File: src/rtl/core/pdc_pkg.sv
// Shared types, constants and helper functions for the PID drive controller.
// No dependencies; every other file of the block imports this package.
package pdc_pkg;

  // Field widths
  localparam int POS_W   = 32;
  localparam int SPD_W   = 16;
  localparam int TGT_W   = 21;
  localparam int GAIN_W  = 24;
  localparam int ZONE_W  = 16;
  localparam int CFG_IDX_W  = 3;
  localparam int CFG_DATA_W = 24;

  // Product and sum widths
  localparam int PROD_W  = GAIN_W + 1 + POS_W;      // signed gain * 32-bit error
  localparam int DPROD_W = GAIN_W + 1 + POS_W + 1;  // signed gain * 33-bit delta
  localparam int DRIFT_W = GAIN_W + POS_W + 1;      // unsigned gain * 33-bit |delta|
  localparam int ACC_W   = DPROD_W + 2;
  localparam int FRAC_SHIFT = 12;                   // 20 fraction bits down to Q8.8
  localparam int SPD_WIDE_W = ACC_W - FRAC_SHIFT;
  localparam int SUM_W      = SPD_WIDE_W + 2;

  // Controller constants
  localparam int RAMP_STEP    = 20;
  localparam int DRIVE_THRESH = 500;
  localparam int TURN_THRESH  = 800;
  localparam int DRIVE_CAP    = 80 * 256;
  localparam int TURN_CAP     = 85 * 256;
  localparam int RAMP_STEP_Q  = RAMP_STEP * 256;
  localparam int ROUND_HALF   = 1 << (FRAC_SHIFT - 1);

  // Register reset values
  localparam logic [GAIN_W-1:0] PROP_GAIN_RST  = 24'd162529;
  localparam logic [GAIN_W-1:0] INTEG_GAIN_RST = 24'd105;
  localparam logic [GAIN_W-1:0] DERIV_GAIN_RST = 24'd0;
  localparam logic [ZONE_W-1:0] INTEG_ZONE_RST = 16'd10;
  localparam logic [GAIN_W-1:0] DRIFT_GAIN_RST = 24'd104858;

  // Operating modes
  localparam logic MODE_DRIVE = 1'b0;
  localparam logic MODE_TURN  = 1'b1;

  // Configuration register indexes
  typedef enum logic [CFG_IDX_W-1:0] {
    REG_MODE       = 3'd0,
    REG_TARGET     = 3'd1,
    REG_PROP_GAIN  = 3'd2,
    REG_INTEG_GAIN = 3'd3,
    REG_DERIV_GAIN = 3'd4,
    REG_INTEG_ZONE = 3'd5,
    REG_DRIFT_GAIN = 3'd6
  } cfg_reg_t;

  // Live configuration
  typedef struct packed {
    logic              mode;
    logic [TGT_W-1:0]  target;
    logic [GAIN_W-1:0] prop_gain;
    logic [GAIN_W-1:0] integ_gain;
    logic [GAIN_W-1:0] deriv_gain;
    logic [ZONE_W-1:0] integ_zone;
    logic [GAIN_W-1:0] drift_gain;
  } cfg_t;

  // Error stage result
  typedef struct packed {
    logic             done;
    logic             ramp;
    logic [POS_W-1:0] err;
    logic [POS_W-1:0] err_sum;
    logic [POS_W:0]   err_delta;
    logic [POS_W:0]   drift_abs;
  } err_t;

  // Product stage result
  typedef struct packed {
    logic               done;
    logic               ramp;
    logic [PROD_W-1:0]  p_prop;
    logic [PROD_W-1:0]  p_integ;
    logic [DPROD_W-1:0] p_deriv;
    logic [DRIFT_W-1:0] p_drift;
  } prod_t;

  // Clamp a 33-bit signed value to the signed 32-bit range
  function automatic logic [POS_W-1:0] sat32(input logic [POS_W:0] v);
    logic [POS_W-1:0] r;
    if (v[POS_W] != v[POS_W-1]) begin
      r = v[POS_W] ? {1'b1, {(POS_W-1){1'b0}}} : {1'b0, {(POS_W-1){1'b1}}};
    end else begin
      r = v[POS_W-1:0];
    end
    return r;
  endfunction

  // Clamp a wide signed value to the signed 16-bit range
  function automatic logic [SPD_W-1:0] sat16(input logic signed [SUM_W-1:0] v);
    logic [SPD_W-1:0] r;
    if (v > SUM_W'(signed'(32'sd32767))) begin
      r = 16'h7fff;
    end else if (v < SUM_W'(signed'(-32'sd32768))) begin
      r = 16'h8000;
    end else begin
      r = v[SPD_W-1:0];
    end
    return r;
  endfunction

endpackage

File: src/rtl/core/pdc_cfg_regs.sv
// Configuration register file of the PID drive controller.
// Depends on pdc_pkg; flags a rearm on every target write.
module pdc_cfg_regs (
  input  logic                           clk,
  input  logic                           rst,
  input  logic                           cfg_we,
  input  logic [pdc_pkg::CFG_IDX_W-1:0]  cfg_index,
  input  logic [pdc_pkg::CFG_DATA_W-1:0] cfg_data,
  output pdc_pkg::cfg_t                  cfg,
  output logic                           rearm
);
  import pdc_pkg::*;

  // Take register writes; unused indexes drop
  always_ff @(posedge clk) begin
    if (rst) begin
      cfg.mode       <= MODE_DRIVE;
      cfg.target     <= '0;
      cfg.prop_gain  <= PROP_GAIN_RST;
      cfg.integ_gain <= INTEG_GAIN_RST;
      cfg.deriv_gain <= DERIV_GAIN_RST;
      cfg.integ_zone <= INTEG_ZONE_RST;
      cfg.drift_gain <= DRIFT_GAIN_RST;
    end else if (cfg_we) begin
      case (cfg_reg_t'(cfg_index))
        REG_MODE:       cfg.mode       <= cfg_data[0];
        REG_TARGET:     cfg.target     <= cfg_data[TGT_W-1:0];
        REG_PROP_GAIN:  cfg.prop_gain  <= cfg_data[GAIN_W-1:0];
        REG_INTEG_GAIN: cfg.integ_gain <= cfg_data[GAIN_W-1:0];
        REG_DERIV_GAIN: cfg.deriv_gain <= cfg_data[GAIN_W-1:0];
        REG_INTEG_ZONE: cfg.integ_zone <= cfg_data[ZONE_W-1:0];
        REG_DRIFT_GAIN: cfg.drift_gain <= cfg_data[GAIN_W-1:0];
        default: ;
      endcase
    end
  end

  // Flag the rearm in the cycle after a target write, once the new target is held
  always_ff @(posedge clk) begin
    if (rst) begin
      rearm <= 1'b0;
    end else begin
      rearm <= cfg_we && (cfg_reg_t'(cfg_index) == REG_TARGET);
    end
  end

endmodule

File: config.mk
export PLATFORM = sky130hd
export DESIGN_NAME = pdc_cfg_regs
export DESIGN_NICKNAME = d
export VERILOG_FILES = /design/src/rtl/core/pdc_pkg.sv /design/src/rtl/core/pdc_cfg_regs.sv
export SDC_FILE = /design/constraint.sdc
export NUM_CORES = 1
export LEC_CHECK = 0
export BUFFER_PORTS_ARGS = -buffer_cell sky130_fd_sc_hd__buf_2
export CAP_MARGIN = 20
export CORE_MARGIN = 1.5
export CORE_UTILIZATION = 51
export CTS_CLUSTER_DIAMETER = 60
export DETAILED_ROUTE_END_ITERATION = 7
export HOLD_SLACK_MARGIN = 0.1
export PLACE_DENSITY_LB_ADDON = 0.05
export RECOVER_POWER = 50
export REMOVE_ABC_BUFFERS = 1
export SYNTH_ARGS = -nofsm -noshare
export SYNTH_HDL_FRONTEND = slang
export SYNTH_SLANG_ARGS = --single-unit
File: constraint.sdc
create_clock -name clk -period 1.25 [get_ports clk]
set_input_delay 0.25 -clock clk [delete_from_list [all_inputs] [get_ports clk]]
set_output_delay 0.25 -clock clk [all_outputs]
set_load 0.05 [all_outputs]
==> results.toml <==
[status]
status = "finished, violations left"
violations = "setup timing"

[synthesis]
yosysTopAreaCell = "dfxtp_1"
netlist_area_sq_mm = 0.00546
ys_types = 17
synth_warnings = 0
postSynthAreaPerCell_sq_um = 11.0
ys_ff_latch = 135
syn_inst = 496
yosysTopAreaCellShare_pct = 49.5
seq_area_frac_synth_pct = 49.5
synth.top_cells.by_area = "dfxtp_1 (50%), mux2i_1 (25%), nand2b_1 (15%)"

[floorplanning]
core_sq_mm = 0.0104
die_area_sq_mm = 0.0113
io_pins = 165
rows = 37
die_w_microns = 106
die_y_microns = 106
start_util_pct = 52.6

[routing]
wl_per_cell_microns = 18.2
vias_per_cell = 5.03
wirelength_mm = 16.1
remaining_drc_errors = 0
vias = 4447
first_iter_violations = 143
ant_nets = 0
firstDrtPassIters = 4

[finish]
multi_input_area_sq_mm = 0.00246
final_core_util_pct = 87.3
drive_above_1_share_pct = 53.5
fill_cells = 494
stdcell_area_sq_mm = 0.00905
regArea_sq_mm = 0.00287
syn_to_final_growth_pct = 65.9
final_nets = 765

[sta]
rsz0062_at_grt = "true"
post-route-period-util_pct = 102
tightest_slew_ps = 627
maxSlewViolCount = 0
timing.hold.ws_ps = 161
skew_ps = 0
final_hold_viol_count = 0
fin_crit_ps = 1280
timing.fmax_ghz = 0.781
setup_tns_ps = -1510
setup_viol = 115
setup_ws_ps = -30.9
slew_headroom_pct = 58.1

[critical_path]
start_kind = "register"
crit_slowest_cell = "dfxtp_2"
cp-end-kind = "primary output"
path_max_fanout = 2
worst-path-buf-inv = 1
crit_family = "flip-flops"
slowest_delay_ps = 360
critPathRequiredTime_ps = 1000
crit_chain = "buf_8"
worstPathArrival_ps = 1030
critPathKind = "reg -> out"

[grt]
grt_pass1_wl_mm = 23.4
grt_pass1_vias = 4564
grt_antenna_before_repair = 1
grt-ovfl-total = 0
grt_start_max_net_pins = 63
grt_usage_pct = 26.8

[placement]
hpwl_mm = 8.57
placed_cell_area_sq_mm = 0.00649
gp_congestion = 0.743
io_buffers = 164
place_ws_ps = 0.186

[clocking]
h-tree-depth = 4
clock_path_buffers = 2
clock_latency_ps = 520
cts_tree = "built"
cts_root_buf = "clkbuf_8"
clkTransAtPathRegs_ps = 60
cts_num_sinks = 135
cts_made_buffers = 17

[power_and_ir_drop]
power.internal_w = 0.00847
p_seq_share_pct = 40.7
pwr-share-clk_pct = 47.9
switching_share_pct = 23.5
switchingPower_w = 0.00260
combPwrFrac_pct = 11.4
power_density_mw_per_mm2 = 1220
p_leak_nw = 4.28
peakVddDrop_uv = 831

[min_path]
min_path_type = "in -> reg"

[flow_run]
maxCapViolations = 0
## stage by stage
stage,cells,power (W)
after floorplan,456,0.00516
after global placement,782,0.00552
after detailed placement,782,0.00553
after CTS,855,0.0111
after global routing,884,0.0114
final,884,0.0111
## final timing paths
check	startpoint	endpoint	slack [ps]	cells past startpoint
max	cfg[109]	cfg[109]	-30	1
min	cfg_index[0]	cfg[133]	160	3
max reg2reg	cfg[32]	cfg[32]	370	4
min reg2reg	cfg[13]	cfg[13]	490	2
## cell families after synthesis
kind of cell | count (synthesis) | synth area share (%)
mux | 134 | 24.6
buf+inv | 40 | 5.34
simple gates | 187 | 20.5
flops | 135 | 49.5
## sequential cells by signal (all words and copies together), names as in the netlist
name   flops
rearm      1
cfg      134
## cell type report
type	instances	share of cell area (%)
Timing Repair Buffer	260	32.2
Sequential cell	135	31.7
Multi-Input combinational cell	321	27.2
Clock buffer	23	5.38
Tap cell	136	1.88
Clock inverter	8	1.58
Antenna cell	1	0.0276
## power groups by stage
stage	clock [W]	combinational (W)	sequential (W)
final	0.00531	0.00126	0.00451
after global routing	0.00557	0.00132	0.00452
after CTS	0.00534	0.00122	0.00450
after detailed placement	0	0.000988	0.00454
after global placement	0	0.000977	0.00454
after floorplan	0	0.000293	0.00487
## metal layers
layer	vias up	share of wire, %	global-route usage (%)
li1	2118	-	-
met1	2148	41	30.9
met2	145	51	46.2
met3	36	5.4	8.22
met4	0	2.8	11.0
met5	-	0	0
## synthesized netlist by cell type
cell	n
nand4b_1	3
nand4bb_1	3
buf_12	3
and4b_2	1
buf_4	3
buf_6	9
and4b_1	1
buf_1	1
nand2b_1	133
nor4b_1	1
and4bb_2	2
buf_2	11
nor2_1	42
mux2i_1	134
and4bb_4	1
dfxtp_1	135
clkbuf_1	13
## cell usage in the layout, fill, tap and decap left out, types with 2 or more instances in the layout
cell type,n
mux2i_1,134
dfxtp_2,134
nand2b_1,133
buf_8,128
buf_4,59
nor2_1,42
buf_2,25
dlygate4sd3_1,22
clkbuf_16,16
clkbuf_2,9
clkbuf_1,7
buf_6,7
clkbuf_8,6
bufinv_16,4
nand4bb_1,3
nand4b_1,3
clkinv_2,3
and4bb_2,2
buf_12,2
## repair_timing
item / in CTS / in global routing
gates resized for setup: 492 / 42
pin swaps: 0 / 0
setup endpoints to repair: 135 / 135
buffers inserted: 20 / 28
hold endpoints to repair: 72 / 0
hold buffers: 22 / 0
Power figures use the tool's default switching activity.
