`src/rtl/core/pdc_pkg.sv`:
```
// Shared types, constants and helper functions for the PID drive controller.
// No dependencies; every other file of the block imports this package.
package pdc_pkg;

  // Field widths
  localparam int POS_W   = 32;
  localparam int SPD_W   = 16;
  localparam int TGT_W   = 21;
  localparam int GAIN_W  = 24;
  localparam int ZONE_W  = 16;
  localparam int CFG_IDX_W  = 3;
  localparam int CFG_DATA_W = 24;

  // Product and sum widths
  localparam int PROD_W  = GAIN_W + 1 + POS_W;      // signed gain * 32-bit error
  localparam int DPROD_W = GAIN_W + 1 + POS_W + 1;  // signed gain * 33-bit delta
  localparam int DRIFT_W = GAIN_W + POS_W + 1;      // unsigned gain * 33-bit |delta|
  localparam int ACC_W   = DPROD_W + 2;
  localparam int FRAC_SHIFT = 12;                   // 20 fraction bits down to Q8.8
  localparam int SPD_WIDE_W = ACC_W - FRAC_SHIFT;
  localparam int SUM_W      = SPD_WIDE_W + 2;

  // Controller constants
  localparam int RAMP_STEP    = 20;
  localparam int DRIVE_THRESH = 500;
  localparam int TURN_THRESH  = 800;
  localparam int DRIVE_CAP    = 80 * 256;
  localparam int TURN_CAP     = 85 * 256;
  localparam int RAMP_STEP_Q  = RAMP_STEP * 256;
  localparam int ROUND_HALF   = 1 << (FRAC_SHIFT - 1);

  // Register reset values
  localparam logic [GAIN_W-1:0] PROP_GAIN_RST  = 24'd162529;
  localparam logic [GAIN_W-1:0] INTEG_GAIN_RST = 24'd105;
  localparam logic [GAIN_W-1:0] DERIV_GAIN_RST = 24'd0;
  localparam logic [ZONE_W-1:0] INTEG_ZONE_RST = 16'd10;
  localparam logic [GAIN_W-1:0] DRIFT_GAIN_RST = 24'd104858;

  // Operating modes
  localparam logic MODE_DRIVE = 1'b0;
  localparam logic MODE_TURN  = 1'b1;

  // Configuration register indexes
  typedef enum logic [CFG_IDX_W-1:0] {
    REG_MODE       = 3'd0,
    REG_TARGET     = 3'd1,
    REG_PROP_GAIN  = 3'd2,
    REG_INTEG_GAIN = 3'd3,
    REG_DERIV_GAIN = 3'd4,
    REG_INTEG_ZONE = 3'd5,
    REG_DRIFT_GAIN = 3'd6
  } cfg_reg_t;

  // Live configuration
  typedef struct packed {
    logic              mode;
    logic [TGT_W-1:0]  target;
    logic [GAIN_W-1:0] prop_gain;
    logic [GAIN_W-1:0] integ_gain;
    logic [GAIN_W-1:0] deriv_gain;
    logic [ZONE_W-1:0] integ_zone;
    logic [GAIN_W-1:0] drift_gain;
  } cfg_t;

  // Error stage result
  typedef struct packed {
    logic             done;
    logic             ramp;
    logic [POS_W-1:0] err;
    logic [POS_W-1:0] err_sum;
    logic [POS_W:0]   err_delta;
    logic [POS_W:0]   drift_abs;
  } err_t;

  // Product stage result
  typedef struct packed {
    logic               done;
    logic               ramp;
    logic [PROD_W-1:0]  p_prop;
    logic [PROD_W-1:0]  p_integ;
    logic [DPROD_W-1:0] p_deriv;
    logic [DRIFT_W-1:0] p_drift;
  } prod_t;

  // Clamp a 33-bit signed value to the signed 32-bit range
  function automatic logic [POS_W-1:0] sat32(input logic [POS_W:0] v);
    logic [POS_W-1:0] r;
    if (v[POS_W] != v[POS_W-1]) begin
      r = v[POS_W] ? {1'b1, {(POS_W-1){1'b0}}} : {1'b0, {(POS_W-1){1'b1}}};
    end else begin
      r = v[POS_W-1:0];
    end
    return r;
  endfunction

  // Clamp a wide signed value to the signed 16-bit range
  function automatic logic [SPD_W-1:0] sat16(input logic signed [SUM_W-1:0] v);
    logic [SPD_W-1:0] r;
    if (v > SUM_W'(signed'(32'sd32767))) begin
      r = 16'h7fff;
    end else if (v < SUM_W'(signed'(-32'sd32768))) begin
      r = 16'h8000;
    end else begin
      r = v[SPD_W-1:0];
    end
    return r;
  endfunction

endpackage

```
`src/rtl/core/pdc_if.sv`:
```
// Channel interfaces of the PID drive controller: encoder ticks in, speed commands out.
// Depends on pdc_pkg for field widths.
interface pdc_tick_if;
  import pdc_pkg::*;
  logic                    valid;
  logic                    ready;
  logic signed [POS_W-1:0] left_position;
  logic signed [POS_W-1:0] right_position;
  modport source (output valid, left_position, right_position, input ready);
  modport sink   (input valid, left_position, right_position, output ready);
endinterface


```
`src/rtl/core/pdc_err_stage.sv`:
```
// Input register and error stage: error, ramp decision, integral and derivative terms.
// Depends on pdc_pkg and pdc_tick_if; owns last_error, error_sum and the armed flag.
module pdc_err_stage (
  input  logic          clk,
  input  logic          rst,
  input  pdc_pkg::cfg_t cfg,
  input  logic          rearm,
  pdc_tick_if.sink      tick,
  output logic          err_valid,
  input  logic          err_ready,
  output pdc_pkg::err_t err_q
);
  import pdc_pkg::*;

  logic                    in_valid;
  logic signed [POS_W-1:0] lp;
  logic signed [POS_W-1:0] rp;
  logic                    err_take;
  logic                    adv;

  logic signed [POS_W-1:0] last_error;
  logic signed [POS_W-1:0] error_sum;
  logic                    armed;

  logic signed [POS_W:0]   raw_err;
  logic signed [POS_W-1:0] err;
  logic [POS_W-1:0]        abs_err;
  logic                    done;
  logic                    ramp;
  logic signed [POS_W:0]   err_delta;
  logic signed [POS_W-1:0] err_sum_next;
  logic signed [POS_W:0]   drift_raw;
  logic [POS_W:0]          drift_abs;

  // Handshake: the error register takes a transaction when empty or draining
  assign err_take  = !err_valid || err_ready;
  assign adv       = in_valid && err_take;
  assign tick.ready = !in_valid || err_take;

  // Capture encoder positions
  always_ff @(posedge clk) begin
    if (rst) begin
      in_valid <= 1'b0;
    end else if (tick.ready) begin
      in_valid <= tick.valid;
    end
  end

  always_ff @(posedge clk) begin
    if (tick.valid && tick.ready) begin
      lp <= tick.left_position;
      rp <= tick.right_position;
    end
  end

  // Error, ramp decision and integral update
  always_comb begin
    raw_err = (POS_W+1)'($signed(cfg.target)) - (POS_W+1)'(lp);
    err     = $signed(sat32(raw_err));
    abs_err = err[POS_W-1] ? (~err + 1'b1) : err;
    done    = !armed || (err == '0);
    if (cfg.mode == MODE_DRIVE) begin
      ramp = abs_err > POS_W'(DRIVE_THRESH);
    end else begin
      ramp = err > POS_W'(signed'(TURN_THRESH));
    end
    err_delta = (POS_W+1)'(err) - (POS_W+1)'(last_error);
    if (abs_err < POS_W'(cfg.integ_zone)) begin
      err_sum_next = $signed(sat32((POS_W+1)'(error_sum) + (POS_W+1)'(err)));
    end else begin
      err_sum_next = '0;
    end
    drift_raw = (POS_W+1)'(lp) - (POS_W+1)'(rp);
    drift_abs = drift_raw[POS_W] ? (~drift_raw + 1'b1) : drift_raw;
  end

  // Advance controller state as each transaction leaves the input register
  always_ff @(posedge clk) begin
    if (rst) begin
      last_error <= '0;
      error_sum  <= '0;
      armed      <= 1'b1;
    end else if (rearm) begin
      last_error <= POS_W'($signed(cfg.target));
      error_sum  <= '0;
      armed      <= 1'b1;
    end else if (adv) begin
      if (done) begin
        armed <= 1'b0;
      end else if (!ramp) begin
        last_error <= err;
        error_sum  <= err_sum_next;
      end
    end
  end

  // Hold the stage result for the product stage
  always_ff @(posedge clk) begin
    if (rst) begin
      err_valid <= 1'b0;
    end else if (err_take) begin
      err_valid <= in_valid;
    end
  end

  always_ff @(posedge clk) begin
    if (adv) begin
      err_q.done      <= done;
      err_q.ramp      <= ramp;
      err_q.err       <= err;
      err_q.err_sum   <= err_sum_next;
      err_q.err_delta <= err_delta;
      err_q.drift_abs <= drift_abs;
    end
  end

endmodule

```
`src/flat_wrapper.sv`:
```
// flat-port wrapper written by rule: the top's interface ports become plain ports
module pdc_err_stage_flat import pdc_pkg::*;
  (clk, rst, cfg, rearm, err_valid, err_ready, err_q, tick_valid, tick_left_position, tick_right_position, tick_ready);
  pdc_tick_if tick_i ();
  input  logic clk;
  input  logic rst;
  input  pdc_pkg::cfg_t cfg;
  input  logic rearm;
  output logic err_valid;
  input  logic err_ready;
  output pdc_pkg::err_t err_q;
  input wire logic [$bits(tick_i.valid)-1:0] tick_valid;
  input wire logic [$bits(tick_i.left_position)-1:0] tick_left_position;
  input wire logic [$bits(tick_i.right_position)-1:0] tick_right_position;
  output wire logic [$bits(tick_i.ready)-1:0] tick_ready;
  assign tick_i.valid = tick_valid;
  assign tick_i.left_position = tick_left_position;
  assign tick_i.right_position = tick_right_position;
  assign tick_ready = tick_i.ready;
  pdc_err_stage u_core (.clk(clk), .rst(rst), .cfg(cfg), .rearm(rearm), .tick(tick_i), .err_valid(err_valid), .err_ready(err_ready), .err_q(err_q));
endmodule
```
`config.mk`:
```
export PLATFORM = sky130hd
export DESIGN_NAME = pdc_err_stage_flat
export DESIGN_NICKNAME = d
export VERILOG_FILES = /design/src/rtl/core/pdc_pkg.sv /design/src/rtl/core/pdc_if.sv /design/src/rtl/core/pdc_err_stage.sv /design/src/flat_wrapper.sv
export SDC_FILE = /design/constraint.sdc
export NUM_CORES = 1
export LEC_CHECK = 0
export ABC_AREA = 1
export BUFFER_PORTS_ARGS = -buffer_cell sky130_fd_sc_hd__buf_2
export CAP_MARGIN = 20
export CORE_ASPECT_RATIO = 1.5
export CORE_MARGIN = 4
export CORE_UTILIZATION = 58
export DETAILED_ROUTE_END_ITERATION = 16
export PLACE_DENSITY_LB_ADDON = 0.05
export SYNTH_ARGS = -nofsm -noshare
export SYNTH_HDL_FRONTEND = slang
export SYNTH_SLANG_ARGS = --single-unit
```
`constraint.sdc`:
```
create_clock -name clk -period 7.8 [get_ports clk]
set_input_delay 0 -clock clk [delete_from_list [all_inputs] [get_ports clk]]
set_output_delay 0 -clock clk [all_outputs]
set_load 0.1 [all_outputs]
```
==> run summary <==
outcome = finished clean
CP Data Required Time = 8.30 ns
DR WL/cell = 17.6 µm
wire length on met1 = 21.4 mm
Worst Tran Pin Value = 1.05 ns
Psw = 3.16 mW
Pint = 3.43 mW
design area = 23200 µm²
Clock Skews = 0.0214 ns
Final Max Tran Viols = 0
post-synthesis sequential area ratio = 36.8%
Reg clk slew, reported paths = 0.07 ns
cell area after synthesis = 19600 µm²
met2 WL = 32.0 mm
Synth top cells by count = nand2_1, inv_1, a21oi_1
clock root buffer = clkbuf_16
first-pass GRT wire length = 94.0 mm
Post-route DRC = 0
unrepaired setup endpoints after global routing = false
Arrival @ worst endpoint = 7.71 ns
crit path time final = 7.21 ns
CTS tree = yes
area fraction of the dominant cell type after synthesis = 30.0%
row count = 82
DR top layer = met4
GP Congestion = 0.981
met3 wire len = 2.95 mm
Comb pwr share = 53.0%
Initial DRC Count = 1141
largest net degree at the start of global routing = 98
Worst path max stage delay = 0.48 ns
Worst Setup Start Kind = register
clk_lat worst skew = 0.57 ns
die width = 158 µm
Max clock buf depth = 3
Core Box Area = 33400 µm²
input/output buffers = 240
footprint of the multi-input gates = 10400 µm²
maximum clock frequency = 0.139 GHz
# clock sinks = 263
Critical Path End Type = register
remaining global-route overflow = 0
Syn Nets = 3000
power density over the cells = 284 nW/µm²
H-tree levels = 1
Top FF cell, synth = edfxtp_1
share of cells above drive strength 1 = 14.2%
DR pass1 iterations = 7
Yosys cell types = 55
DRT antenna net count = 0
crit-path most repeated cell = nand2_1
syn_area_per_cell = 7.40 µm²
Leakage = 11.4 nW
via count = 18800
drt via density = 5.46
Sw Ratio = 48.0%
area growth from synthesis to layout = 18.3%
post-route clock period utilization = 92.4%
final wirelength = 60.4 mm
Die H = 233 µm
Die Area = 36900 µm²
Min-Delay Path Class = input pin to register
Starting Density = 58.6%
fillers = 2795
Post-synth EDFFs = 196
Hold Vio Cnt, Final = 0
most frequent cell after synthesis = nand2_1
cell taking the most area after synthesis = edfxtp_1
main area contributors after synthesis = edfxtp_1, nand2_1, ha_1
number of synthesis warnings = 0
I/O pin total = 337
setup violators final = 0
initial antenna violation count = 1
# nets final = 3347
CTS Buf Count = 26
dpl hpwl = 46.4 mm
flip-flop and latch area = 7230 µm²
placed standard-cell area = 21200 µm²
Flop pwr share = 27.4%
worst vdd ir = 0.000235 V
Slowest cell on crit path = edfxtp_1
max-cap viol count = 0
clock power share = 19.6%
Tot GR Track Use = 32.2%
slew margin rel. = 29.7%
setup TNS = 0 ns
number of global-route vias before repair = 19000
crit path kind = register to register
Max FO, Critical Path = 16
share of synthesized flip-flops with an asynchronous set or reset = 0%
cells after synthesis = 2649
Yosys reg bits = 263
-- critical path: cells and delay by family (launching register included) --
family,cells,cell delay [ns]
buffers and inverters,7,1.08
AO/OA/AOI/OAI,5,1.42
adder cells (fa/ha/maj),4,1.28
AND/OR/NAND/NOR,21,2.87
flip-flops,1,0.48
-- cell type report --
type	instances	share of cell area, %
antenna	1	0.0108
clock buffer	27	2.91
clock inverter	21	0.836
inverter	443	7.19
multi-input combinational	1892	45.0
sequential	263	31.2
tap	420	2.27
timing repair buffer	370	10.7
-- power by group through the flow --
stage	registers [mW]	clock network [mW]	logic, mW
2_1_floorplan	2.60	0	1.89
3_3_place_gp	1.83	0	3.30
4_1_cts	1.80	1.30	3.44
3_5_place_dp	1.83	0	3.37
6_report	1.80	1.29	3.49
5_1_grt	1.82	1.36	3.79
-- logic make-up after synthesis --
group                    share of synthesized area, %
AND/OR/NAND/NOR                                  27.6
buffers and inverters                            9.99
AO/OA/AOI/OAI                                    10.7
flip-flops                                       36.8
adder cells (fa/ha/maj)                          9.59
XOR/XNOR                                         5.22
-- final timing paths --
kind	from	slack [ns]	to	cells past startpoint
min reg2reg	u_core.error_sum[18]	0.48	u_core.error_sum[18]	2
max reg2reg	u_core.lp[1]	0.59	u_core.error_sum[25]	37
min	tick_left_position[29]	0.13	u_core.lp[29]	2
max	u_core.lp[1]	0.59	u_core.error_sum[25]	37
-- timing repair --
action / 4_1_cts / 5_1_grt
hold endpoints to repair: 99 / 0
endpoints found under the setup margin: 0 / 5
setup buffers: 0 / 0
gates resized for setup: 0 / 1
hold buffers: 110 / 0
-- sequential cells by signal, summed over array words and instances (netlist names) --
signal,flops
u_core.err_q,132
u_core.error_sum,32
u_core.last_error,32
u_core.lp,32
u_core.rp,32
u_core.armed,1
u_core.err_valid,1
u_core.in_valid,1
-- per-stage QoR --
stage	hold WS, ns	power, mW	util, %	setup slack (ns)	instances
finish	0.134	6.59	69.3	0.595	3437
detailed placement	0.178	5.21	63.4	0.578	3277
global placement	0.178	5.13	63.4	0.779	3277
floorplan	0.0989	4.49	-	2.07	2649
CTS	0.111	6.55	69.3	0.527	3435
global route	0.135	6.97	69.3	0.0105	3437
-- layer usage --
| layer | global-route usage (%) | up-vias |
|---|---|---|
| met1 | 33.1 | 8582 |
| met4 | 18.1 | 0 |
| met2 | 61.8 | 701 |
| met3 | 3.32 | 204 |
| li1 | - | 9287 |
| met5 | 0 | - |
-- cells in the final DEF (no fill, tap or decap), drive strengths merged, types with 20 or more instances in the layout --
cell,Yosys,final
xor2,71,71
nand2,758,758
o21ai,111,111
dlygate4sd3,0,110
nor2,224,224
a21oi,203,203
ha,144,144
clkbuf,25,27
edfxtp,196,196
buf,26,260
nand4,36,36
xnor2,46,46
inv,436,440
nor3,21,21
clkinv,7,20
dfxtp,67,67
nand3,185,185
No activity file was read; power rests on OpenSTA's default activity.
