==> src/rtl/core/pdc_pkg.sv <==
// Shared types, constants and helper functions for the PID drive controller.
// No dependencies; every other file of the block imports this package.
package pdc_pkg;

  // Field widths
  localparam int POS_W   = 32;
  localparam int SPD_W   = 16;
  localparam int TGT_W   = 21;
  localparam int GAIN_W  = 24;
  localparam int ZONE_W  = 16;
  localparam int CFG_IDX_W  = 3;
  localparam int CFG_DATA_W = 24;

  // Product and sum widths
  localparam int PROD_W  = GAIN_W + 1 + POS_W;      // signed gain * 32-bit error
  localparam int DPROD_W = GAIN_W + 1 + POS_W + 1;  // signed gain * 33-bit delta
  localparam int DRIFT_W = GAIN_W + POS_W + 1;      // unsigned gain * 33-bit |delta|
  localparam int ACC_W   = DPROD_W + 2;
  localparam int FRAC_SHIFT = 12;                   // 20 fraction bits down to Q8.8
  localparam int SPD_WIDE_W = ACC_W - FRAC_SHIFT;
  localparam int SUM_W      = SPD_WIDE_W + 2;

  // Controller constants
  localparam int RAMP_STEP    = 20;
  localparam int DRIVE_THRESH = 500;
  localparam int TURN_THRESH  = 800;
  localparam int DRIVE_CAP    = 80 * 256;
  localparam int TURN_CAP     = 85 * 256;
  localparam int RAMP_STEP_Q  = RAMP_STEP * 256;
  localparam int ROUND_HALF   = 1 << (FRAC_SHIFT - 1);

  // Register reset values
  localparam logic [GAIN_W-1:0] PROP_GAIN_RST  = 24'd162529;
  localparam logic [GAIN_W-1:0] INTEG_GAIN_RST = 24'd105;
  localparam logic [GAIN_W-1:0] DERIV_GAIN_RST = 24'd0;
  localparam logic [ZONE_W-1:0] INTEG_ZONE_RST = 16'd10;
  localparam logic [GAIN_W-1:0] DRIFT_GAIN_RST = 24'd104858;

  // Operating modes
  localparam logic MODE_DRIVE = 1'b0;
  localparam logic MODE_TURN  = 1'b1;

  // Configuration register indexes
  typedef enum logic [CFG_IDX_W-1:0] {
    REG_MODE       = 3'd0,
    REG_TARGET     = 3'd1,
    REG_PROP_GAIN  = 3'd2,
    REG_INTEG_GAIN = 3'd3,
    REG_DERIV_GAIN = 3'd4,
    REG_INTEG_ZONE = 3'd5,
    REG_DRIFT_GAIN = 3'd6
  } cfg_reg_t;

  // Live configuration
  typedef struct packed {
    logic              mode;
    logic [TGT_W-1:0]  target;
    logic [GAIN_W-1:0] prop_gain;
    logic [GAIN_W-1:0] integ_gain;
    logic [GAIN_W-1:0] deriv_gain;
    logic [ZONE_W-1:0] integ_zone;
    logic [GAIN_W-1:0] drift_gain;
  } cfg_t;

  // Error stage result
  typedef struct packed {
    logic             done;
    logic             ramp;
    logic [POS_W-1:0] err;
    logic [POS_W-1:0] err_sum;
    logic [POS_W:0]   err_delta;
    logic [POS_W:0]   drift_abs;
  } err_t;

  // Product stage result
  typedef struct packed {
    logic               done;
    logic               ramp;
    logic [PROD_W-1:0]  p_prop;
    logic [PROD_W-1:0]  p_integ;
    logic [DPROD_W-1:0] p_deriv;
    logic [DRIFT_W-1:0] p_drift;
  } prod_t;

  // Clamp a 33-bit signed value to the signed 32-bit range
  function automatic logic [POS_W-1:0] sat32(input logic [POS_W:0] v);
    logic [POS_W-1:0] r;
    if (v[POS_W] != v[POS_W-1]) begin
      r = v[POS_W] ? {1'b1, {(POS_W-1){1'b0}}} : {1'b0, {(POS_W-1){1'b1}}};
    end else begin
      r = v[POS_W-1:0];
    end
    return r;
  endfunction

  // Clamp a wide signed value to the signed 16-bit range
  function automatic logic [SPD_W-1:0] sat16(input logic signed [SUM_W-1:0] v);
    logic [SPD_W-1:0] r;
    if (v > SUM_W'(signed'(32'sd32767))) begin
      r = 16'h7fff;
    end else if (v < SUM_W'(signed'(-32'sd32768))) begin
      r = 16'h8000;
    end else begin
      r = v[SPD_W-1:0];
    end
    return r;
  endfunction

endpackage

==> src/rtl/core/pdc_if.sv <==


interface pdc_cmd_if;
  import pdc_pkg::*;
  logic                    valid;
  logic                    ready;
  logic signed [SPD_W-1:0] left_speed;
  logic signed [SPD_W-1:0] right_speed;
  logic                    move_done;
  modport source (output valid, left_speed, right_speed, move_done, input ready);
  modport sink   (input valid, left_speed, right_speed, move_done, output ready);
endinterface

==> src/rtl/core/pdc_out_stage.sv <==
// Output stage: PID sum and rounding, speed ramp, drift split and saturation.
// Depends on pdc_pkg and pdc_cmd_if; owns ramp_speed and the result register.
module pdc_out_stage (
  input  logic           clk,
  input  logic           rst,
  input  pdc_pkg::cfg_t  cfg,
  input  logic           rearm,
  input  logic           prod_valid,
  output logic           prod_ready,
  input  pdc_pkg::prod_t prod_q,
  pdc_cmd_if.source      cmd
);
  import pdc_pkg::*;

  localparam int RAMP_W = SPD_W + 2;
  localparam int DIFF_W = DRIFT_W + 1 - FRAC_SHIFT;

  logic                          adv;
  logic signed [SPD_W-1:0]       ramp_speed;
  logic signed [ACC_W-1:0]       acc;
  logic signed [ACC_W-1:0]       acc_rnd;
  logic signed [SPD_WIDE_W-1:0]  pid_spd;
  logic signed [RAMP_W-1:0]      ramp_up;
  logic signed [RAMP_W-1:0]      ramp_dn;
  logic signed [RAMP_W-1:0]      ramp_spd;
  logic signed [RAMP_W-1:0]      cap;
  logic signed [SPD_WIDE_W-1:0]  spd;
  logic [DRIFT_W:0]              drift_rnd;
  logic [DIFF_W-1:0]             diff;
  logic signed [SUM_W-1:0]       l_sum;
  logic signed [SUM_W-1:0]       r_sum;
  logic                          tgt_pos;
  logic signed [SPD_W-1:0]       l_spd;
  logic signed [SPD_W-1:0]       r_spd;

  assign prod_ready = !cmd.valid || cmd.ready;
  assign adv        = prod_valid && prod_ready;
  assign tgt_pos    = $signed(cfg.target) > $signed(TGT_W'(0));

  always_comb begin
    // PID sum, rounded half up to Q8.8
    acc     = ACC_W'($signed(prod_q.p_prop)) + ACC_W'($signed(prod_q.p_integ)) +
              ACC_W'($signed(prod_q.p_deriv));
    acc_rnd = acc + ACC_W'(ROUND_HALF);
    pid_spd = acc_rnd[ACC_W-1:FRAC_SHIFT];

    // Ramp toward the mode's cap
    cap     = (cfg.mode == MODE_DRIVE) ? RAMP_W'(DRIVE_CAP) : RAMP_W'(TURN_CAP);
    ramp_up = RAMP_W'(ramp_speed) + RAMP_W'(RAMP_STEP_Q);
    ramp_dn = RAMP_W'(ramp_speed) - RAMP_W'(RAMP_STEP_Q);
    if (tgt_pos) begin
      ramp_spd = (ramp_up >= cap) ? cap : ramp_up;
    end else begin
      ramp_spd = (ramp_dn <= -cap) ? -cap : ramp_dn;
    end
    spd = prod_q.ramp ? SPD_WIDE_W'(ramp_spd) : pid_spd;

    // Drift correction, rounded the same way
    drift_rnd = (DRIFT_W+1)'(prod_q.p_drift) + (DRIFT_W+1)'(ROUND_HALF);
    diff      = drift_rnd[DRIFT_W:FRAC_SHIFT];

    // Split into the two sides and saturate
    if (cfg.mode == MODE_DRIVE) begin
      if (tgt_pos) begin
        l_sum = SUM_W'(spd) + SUM_W'(diff);
        r_sum = SUM_W'(spd) - SUM_W'(diff);
      end else begin
        l_sum = SUM_W'(spd);
        r_sum = SUM_W'(spd);
      end
      l_spd = $signed(sat16(l_sum));
      r_spd = $signed(sat16(r_sum));
    end else begin
      l_sum = SUM_W'(spd);
      r_sum = '0;
      l_spd = $signed(sat16(l_sum));
      r_spd = $signed(sat16(-SUM_W'(l_spd)));
    end
  end

  // Remember the last left speed for the ramp
  always_ff @(posedge clk) begin
    if (rst || rearm) begin
      ramp_speed <= '0;
    end else if (adv && !prod_q.done) begin
      ramp_speed <= l_spd;
    end
  end

  // Result register
  always_ff @(posedge clk) begin
    if (rst) begin
      cmd.valid <= 1'b0;
    end else if (prod_ready) begin
      cmd.valid <= prod_valid;
    end
  end

  always_ff @(posedge clk) begin
    if (adv) begin
      if (prod_q.done) begin
        cmd.left_speed  <= '0;
        cmd.right_speed <= '0;
        cmd.move_done   <= 1'b1;
      end else begin
        cmd.left_speed  <= l_spd;
        cmd.right_speed <= r_spd;
        cmd.move_done   <= 1'b0;
      end
    end
  end

endmodule

==> src/flat_wrapper.sv <==
// flat-port wrapper written by rule: the top's interface ports become plain ports
module pdc_out_stage_flat import pdc_pkg::*;
  (clk, rst, cfg, rearm, prod_valid, prod_ready, prod_q, cmd_valid, cmd_left_speed, cmd_right_speed, cmd_move_done, cmd_ready);
  pdc_cmd_if cmd_i ();
  input  logic clk;
  input  logic rst;
  input  pdc_pkg::cfg_t cfg;
  input  logic rearm;
  input  logic prod_valid;
  output logic prod_ready;
  input  pdc_pkg::prod_t prod_q;
  output wire logic [$bits(cmd_i.valid)-1:0] cmd_valid;
  output wire logic [$bits(cmd_i.left_speed)-1:0] cmd_left_speed;
  output wire logic [$bits(cmd_i.right_speed)-1:0] cmd_right_speed;
  output wire logic [$bits(cmd_i.move_done)-1:0] cmd_move_done;
  input wire logic [$bits(cmd_i.ready)-1:0] cmd_ready;
  assign cmd_valid = cmd_i.valid;
  assign cmd_left_speed = cmd_i.left_speed;
  assign cmd_right_speed = cmd_i.right_speed;
  assign cmd_move_done = cmd_i.move_done;
  assign cmd_i.ready = cmd_ready;
  pdc_out_stage u_core (.clk(clk), .rst(rst), .cfg(cfg), .rearm(rearm), .prod_valid(prod_valid), .prod_ready(prod_ready), .prod_q(prod_q), .cmd(cmd_i));
endmodule
==> config.mk <==
export PLATFORM = sky130hd
export DESIGN_NAME = pdc_out_stage_flat
export DESIGN_NICKNAME = d
export VERILOG_FILES = /design/src/rtl/core/pdc_pkg.sv /design/src/rtl/core/pdc_if.sv /design/src/rtl/core/pdc_out_stage.sv /design/src/flat_wrapper.sv
export SDC_FILE = /design/constraint.sdc
export NUM_CORES = 1
export LEC_CHECK = 0
export BUFFER_PORTS_ARGS = -buffer_cell sky130_fd_sc_hd__buf_2
export CAP_MARGIN = 40
export CORE_MARGIN = 2
export CORE_UTILIZATION = 50
export CTS_CLUSTER_DIAMETER = 200
export DETAILED_ROUTE_END_ITERATION = 7
export PLACE_DENSITY_LB_ADDON = 0.1
export SYNTH_ARGS = -nofsm -noshare
export SYNTH_HDL_FRONTEND = slang
export SYNTH_SLANG_ARGS = --single-unit
==> constraint.sdc <==
create_clock -name clk -period 18.8 [get_ports clk]
set_input_delay 0.94 -clock clk [delete_from_list [all_inputs] [get_ports clk]]
set_output_delay 0.94 -clock clk [all_outputs]
set_load 0.02 [all_outputs]
==> results of run 1 <==
per-layer routing:
layer  wire [um]  vias to the layer above
met1       31500                    10395
li1            -                    10608
met3        4776                      145
met2       32430                      965
met4        2160                        0
met5           0                        -
cell families (layout without fill, tap and decap cells):
| group | Yosys count | after routing | synth area share (%) |
|---|---|---|---|
| compound gates | 881 | 881 | 31.61 |
| xor+xnor | 175 | 175 | 7.964 |
| simple gates | 1039 | 1039 | 28.29 |
| buf+inv | 346 | 508 | 6.950 |
| fa+ha+maj | 221 | 221 | 16.67 |
| flops | 50 | 50 | 6.918 |
| mux | 30 | 30 | 1.599 |
cell type report:
| type | instances | area [um2] |
|---|---|---|
| Sequential cell | 50 | 1331 |
| Fill cell | 3826 | 16670 |
| Inverter | 189 | 709.4 |
| Clock inverter | 3 | 28.78 |
| Timing Repair Buffer | 311 | 1634 |
| Multi-Input combinational cell | 2346 | 16610 |
| Clock buffer | 5 | 125.1 |
| Tap cell | 511 | 639.4 |
worst reg2reg max path: cells and delay by family (launching register included):
kind	cells	cell delay, ns
compound gates	15	5.89
simple gates	8	2.40
fa+ha+maj	3	1.02
buf+inv	3	0.60
flops	1	0.55
xor+xnor	1	0.16
layout by cell type (no fill, tap or decap), types with 37 or more instances in the layout:
cell      instances
a211oi_1         40
nand2_1         224
a21oi_1         208
o21ai_0         143
o31ai_1          37
nand4_1          72
buf_2           283
xnor2_1         113
nor3_1           97
and3_1           55
a31oi_1          42
and2_1           39
inv_1           185
xor2_1           62
nand3_1          97
nor4_1           47
fa_1             59
a21o_1           54
ha_1            162
nor2_1          211
per-stage QoR:
step	cells	area, um2	worst slack (ns)
2_1_floorplan	2742	19240	9.357
6_report	3415	21080	6.923
3_5_place_dp	3406	20920	6.982
3_3_place_gp	3399	20870	6.654
4_1_cts	3414	21080	7.274
5_1_grt	3415	21080	6.290
state kept, by name (all words and copies together), names as in the netlist:
| name | cells |
|---|---|
| u_core.ramp_speed | 16 |
| u_core.cmd.valid | 1 |
| u_core.cmd.left_speed | 16 |
| u_core.cmd.move_done | 1 |
| u_core.cmd.right_speed | 16 |
worst paths after layout:
check                                                        start                                      end  slack, ns  cells after the start
worst max-delay path                                    prod_q[69]  u_core.cmd.left_speed[13]$_SDFFCE_PP0P_       6.92                     31
worst min-delay path             u_core.ramp_speed[6]$_SDFFE_PP0P_        u_core.ramp_speed[6]$_SDFFE_PP0P_       0.49                      2
worst max register to register  u_core.ramp_speed[10]$_SDFFE_PP0P_  u_core.cmd.left_speed[13]$_SDFFCE_PP0P_       7.89                     30
worst min register to register   u_core.ramp_speed[6]$_SDFFE_PP0P_        u_core.ramp_speed[6]$_SDFFE_PP0P_       0.49                      2
where the power goes:
group | internal (mW) | leakage, nW | total [mW] | switching (mW)
Combinational | 0.610 | 8.44 | 1.71 | 1.10
Sequential | 0.134 | 0.465 | 0.139 | 0.00482
Clock | 0.0507 | 0.0759 | 0.0921 | 0.0414
==> flow_summary.yaml, run 1 <==
placed_design:
  gp_congestion: 0.9910
  hpwlAfterDp_um: 58710
  io_buffers: 281
cells_and_area:
  area_growth_pct: 9.551
  nets: 3494
  fin_util_pct: 55.84
  layout-drive-gt1-share_pct: 13.22
  n_antenna_cell: 0
clock_tree:
  cts_setup_buffers: 0
  clk_path_buf_depth: 2
  cts_tree: "built"
  cts_inserted_buffers: 5
  htree_levels: 2
  cts_hold_buf: 0
  path_clk_slew_ns: 0.07
  cts_root_buf: "clkbuf_16"
  cts_sinks: 50
  post_cts_resize_count: 0
  clock_latency_ns: 0.29
timing:
  slew_viol_final: 0
  tightestPinTransition_ns: 0.9986
  fin_crit_ns: 11.88
  min_period_over_period_pct: 63.18
  hold_ws_ns: 0.4889
  setup_tns_ns: 0
  fmax_ghz: 0.08420
  finClkSkew_ns: 0.008743
  rsz0062_at_grt: "no"
  setup_violations: 0
  hold_violations: 0
  slew_headroom_pct: 32.55
setup_path:
  crit_path_max_fanout: 15
  worst-path-buf-inv: 1
  cp_top_family: "simple AND/OR/NAND/NOR gates"
  path_common_cell: "o21ai_0"
  critical_path_class: "primary input to flop"
  crit_path_end_kind: "flop"
  worst_path_largest_cell_delay_ns: 0.75
  crit_slowest_cell: "or4b_1"
  required_ns: 18.85
  arrival_ns: 11.93
  crit_path_start_kind: "primary input"
routing:
  drtAntennaViolNets: 0
  drc: 0
  vias: 22113
  dr.pass1.iters: 6
  drt_first_iter_violations: 2372
  wl_per_cell_um: 20.75
  vias_per_cell: 6.475
  drt_wl_total_um: 70860
die:
  core_area_um2: 37760
  dieArea_um2: 40070
  rows: 71
  fp.dieH_um: 200.2
  die_x_um: 200.2
  start_util_pct: 50.97
  pin_count: 405
logic_synthesis:
  synth.distinct_cells: 106
  yosysTopAreaCell: "ha_1"
  synth-edff-count: 33
  synth_area_per_cell_um2: 7.018
  synth_nets: 3333
  ys_warn_count: 0
  synth_commonest_cells: "nand2_1, nor2_1, a21oi_1"
  dominantRegCellSynth: "edfxtp_1"
  yosysSeqAreaShare_pct: 6.918
  ys_seq_elements: 50
  synth_cells: 2742
  synth_area_um2: 19240
  ys_async_sr_fraction_pct: 0
  yosysMostFrequentCell: "nand2_1"
  synth_top_cell_area_share_pct: 10.53
  ys_top_cells_by_area: "ha_1, fa_1, a21oi_1, edfxtp_1, xnor2_1"
power_and_ir_drop:
  powerDensity_nw_per_um2: 92.06
  power.leakage_nw: 8.978
  design_power_total_mw: 1.941
  irDropWorstVdd_mv: 0.05497
grt:
  grt_pass1_wl_um: 111300
  grt_max_degree: 80
  met2_usage_pct: 55.44
  grt-ovfl-total: 0
  antenna_found_initial: 0
  grt_use_total_pct: 33.53
  grt_use_met3_pct: 2.620
  grt.busiest_layer: "met2"
  grt_pass1_vias: 20564
  groute.layer.met1.usage_pct: 46.65
run_status:
  status: "complete, no violations"
worst_hold_path:
  hp-class: "flop to flop"
flow_run:
  cap_violations: 0
No activity file was read; power rests on OpenSTA's default activity.
==> run 2, diff against run 1 <==
- ABC_AREA: not set -> 1
- clock period: 18.8 -> 10.8 ns (I/O delays scaled with it)
==> run 2 against run 1 <==
  * Clock skew is 0.0012 ns higher
  * Largest cell class unchanged
  * Critical path type unchanged
  * Via count up 14%
  * Worst hold slack worse by 0.075 ns
==> flow_summary.yaml, run 2 <==
power_and_ir_drop:
  power.leakage_nw: 13.16
  internal_power_mw: 1.152
  p_clk_share_pct: 5.3
  irDropWorstVdd_mv: 0.09619
  netSwitchingFraction_pct: 63.10
  power_switching_mw: 1.969
  power_frac_comb_pct: 87.1
  design_power_total_mw: 3.121
  seqPwrFrac_pct: 7.5
  powerDensity_nw_per_um2: 132.3
logic_synthesis:
  yosysMostFrequentCell: "nand2_1"
  synth_area_um2: 21640
  synth_cells: 4016
  yosysSeqAreaShare_pct: 6.151
  synth_mux_area_share_pct: 0
  synth.distinct_cells: 68
  synth_fa_ha_area_share_pct: 14.82
  ys_warn_count: 0
  synth-edff-count: 33
  synth_xor_xnor_area_share_pct: 3.035
  ys_seq_elements: 50
  yosysTopAreaCell: "nand2_1"
  ys_top_cells_by_area: "nand2_1, inv_1, ha_1, nand3_1, nor2_1"
  dominantRegCellSynth: "edfxtp_1"
  synth_area_per_cell_um2: 5.390
  synth-compound-area-share_pct: 12.87
  synth_nets: 4607
  synth_commonest_cells: "nand2_1, inv_1, nor2_1"
  synth_top_cell_area_share_pct: 20.85
  ys_async_sr_fraction_pct: 0
  synth_top_family_by_area: "simple AND/OR/NAND/NOR gates"
  synth-simple-area-share_pct: 47.49
cells_and_area:
  fin_util_pct: 55.00
  final_cell_mix: "nand2_1, inv_1, nor2_1, nand3_1, buf_2"
  n_antenna_cell: 0
  area_growth_pct: 8.983
  layout-drive-gt1-share_pct: 13.15
  fin_area_um2: 23590
  final_common_cell: "nand2_1"
  fin_cells: 4812
  nets: 4817
  top_regs: "u_core.cmd.left_speed x16, u_core.cmd.right_speed x16, u_core.ramp_speed x16"
timing:
  min_period_over_period_pct: 79.50
  hold_violations: 0
  finClkSkew_ns: 0.009904
  fmax_ghz: 0.1165
  rsz0062_at_grt: "no"
  setup_violations: 0
  setup_tns_ns: 0
  fin_crit_ns: 8.586
  slew_headroom_pct: 38.10
  hold_ws_ns: 0.4138
  setup_ws_ns: 2.214
  slew_viol_final: 0
  tightestPinTransition_ns: 0.9250
die:
  start_util_pct: 50.47
  rows: 76
  pin_count: 405
  core_area_um2: 42890
  dieArea_um2: 44970
  die_x_um: 212.1
  fp.dieH_um: 212.1
clock_tree:
  clock_latency_ns: 0.29
  cts_inserted_buffers: 5
  cts_sinks: 50
  path_clk_slew_ns: 0.06
  cts_root_buf: "clkbuf_16"
  clk_path_buf_depth: 2
  htree_levels: 2
  cts_setup_buffers: 0
  post_cts_resize_count: 0
  cts_tree: "built"
  cts_hold_buf: 0
routing:
  drtAntennaViolNets: 0
  drt_wl_total_um: 73390
  wl_per_cell_um: 15.25
  drt_first_iter_violations: 2090
  dr.pass1.iters: 7
  drc: 0
  vias_per_cell: 5.259
  vias: 25306
setup_path:
  worst_path_largest_cell_delay_ns: 0.53
  critical_path_class: "primary input to flop"
  required_ns: 10.94
  crit_slowest_cell: "fa_1"
  worst-path-buf-inv: 6
  crit_path_end_kind: "flop"
  crit_path_max_fanout: 15
  ff2ff_setup_slack_ns: 2.68
  cp_top_family: "simple AND/OR/NAND/NOR gates"
  crit_path_start_kind: "primary input"
  path_common_cell: "nand2_1"
  arrival_ns: 8.73
grt:
  grt_max_degree: 87
  grt-ovfl-total: 0
  grt_pass1_wl_um: 114900
  grt_use_total_pct: 31.95
  antenna_found_initial: 0
  grt_pass1_vias: 22447
flow_run:
  cap_violations: 0
placed_design:
  place_area_um2: 23430
  io_buffers: 281
  dp_slack_ns: 2.166
  gp_congestion: 0.9923
  place_inst: 4804
  hpwlAfterDp_um: 64120
run_status:
  status: "complete, no violations"
worst_hold_path:
  hp-class: "primary input to flop"
[run 2: final timing paths]
| check | from | to | cells past startpoint |
|---|---|---|---|
| setup / recovery | prod_q[60] | u_core.cmd.left_speed[12]$_SDFFCE_PP0P_ | 49 |
| hold / removal | rst | u_core.cmd.valid$_SDFFE_PP0N_ | 2 |
| setup reg to reg | u_core.ramp_speed[10]$_SDFFE_PP0P_ | u_core.cmd.left_speed[12]$_SDFFCE_PP0P_ | 42 |
| hold reg to reg | u_core.cmd.valid$_SDFFE_PP0N_ | u_core.cmd.valid$_SDFFE_PP0N_ | 2 |
[run 2: layer usage]
layer / vias up / GRT usage, % / wire [um]
met5: - / 0 / 0
li1: 13077 / - / -
met3: 123 / 4.003 / 5706
met2: 905 / 51.03 / 31430
met1: 11201 / 44.38 / 33800
met4: 0 / 10.59 / 2453
[run 2: logic make-up (layout without fill, tap and decap cells)]
kind of cell | count (synthesis) | after routing
fa+ha+maj | 221 | 221
simple gates | 2290 | 2290
buf+inv | 865 | 1076
flops | 50 | 50
xor+xnor | 75 | 75
compound gates | 515 | 515
[run 2: power groups by stage]
stage	Combinational (mW)	Clock (mW)	Sequential [mW]
after floorplan	1.96	0	0.261
after global placement	2.66	0	0.239
after detailed placement	2.67	0	0.239
after CTS	2.68	0.169	0.235
after global routing	3.05	0.177	0.237
final	2.72	0.167	0.235
[run 2: layout make-up]
class / count / area, um2
flip-flops and latches: 50 / 1331
clock inverters: 2 / 12.51
repair buffers: 294 / 1519
well taps: 585 / 732.0
fillers: 4862 / 19300
inverters: 774 / 2912
multi-input cells: 3101 / 16930
clock buffers: 6 / 150.1
[run 2: worst reg2reg max path: cells and delay by family, from the launching register on]
kind | cells | cell delay [ns]
and+or+nand+nor | 24 | 3.44
AOI/OAI and AO/OA | 10 | 2.25
adders and majority gates | 3 | 1.00
buffers and inverters | 4 | 0.61
DFF | 1 | 0.48
xor gates and xnor gates | 1 | 0.17
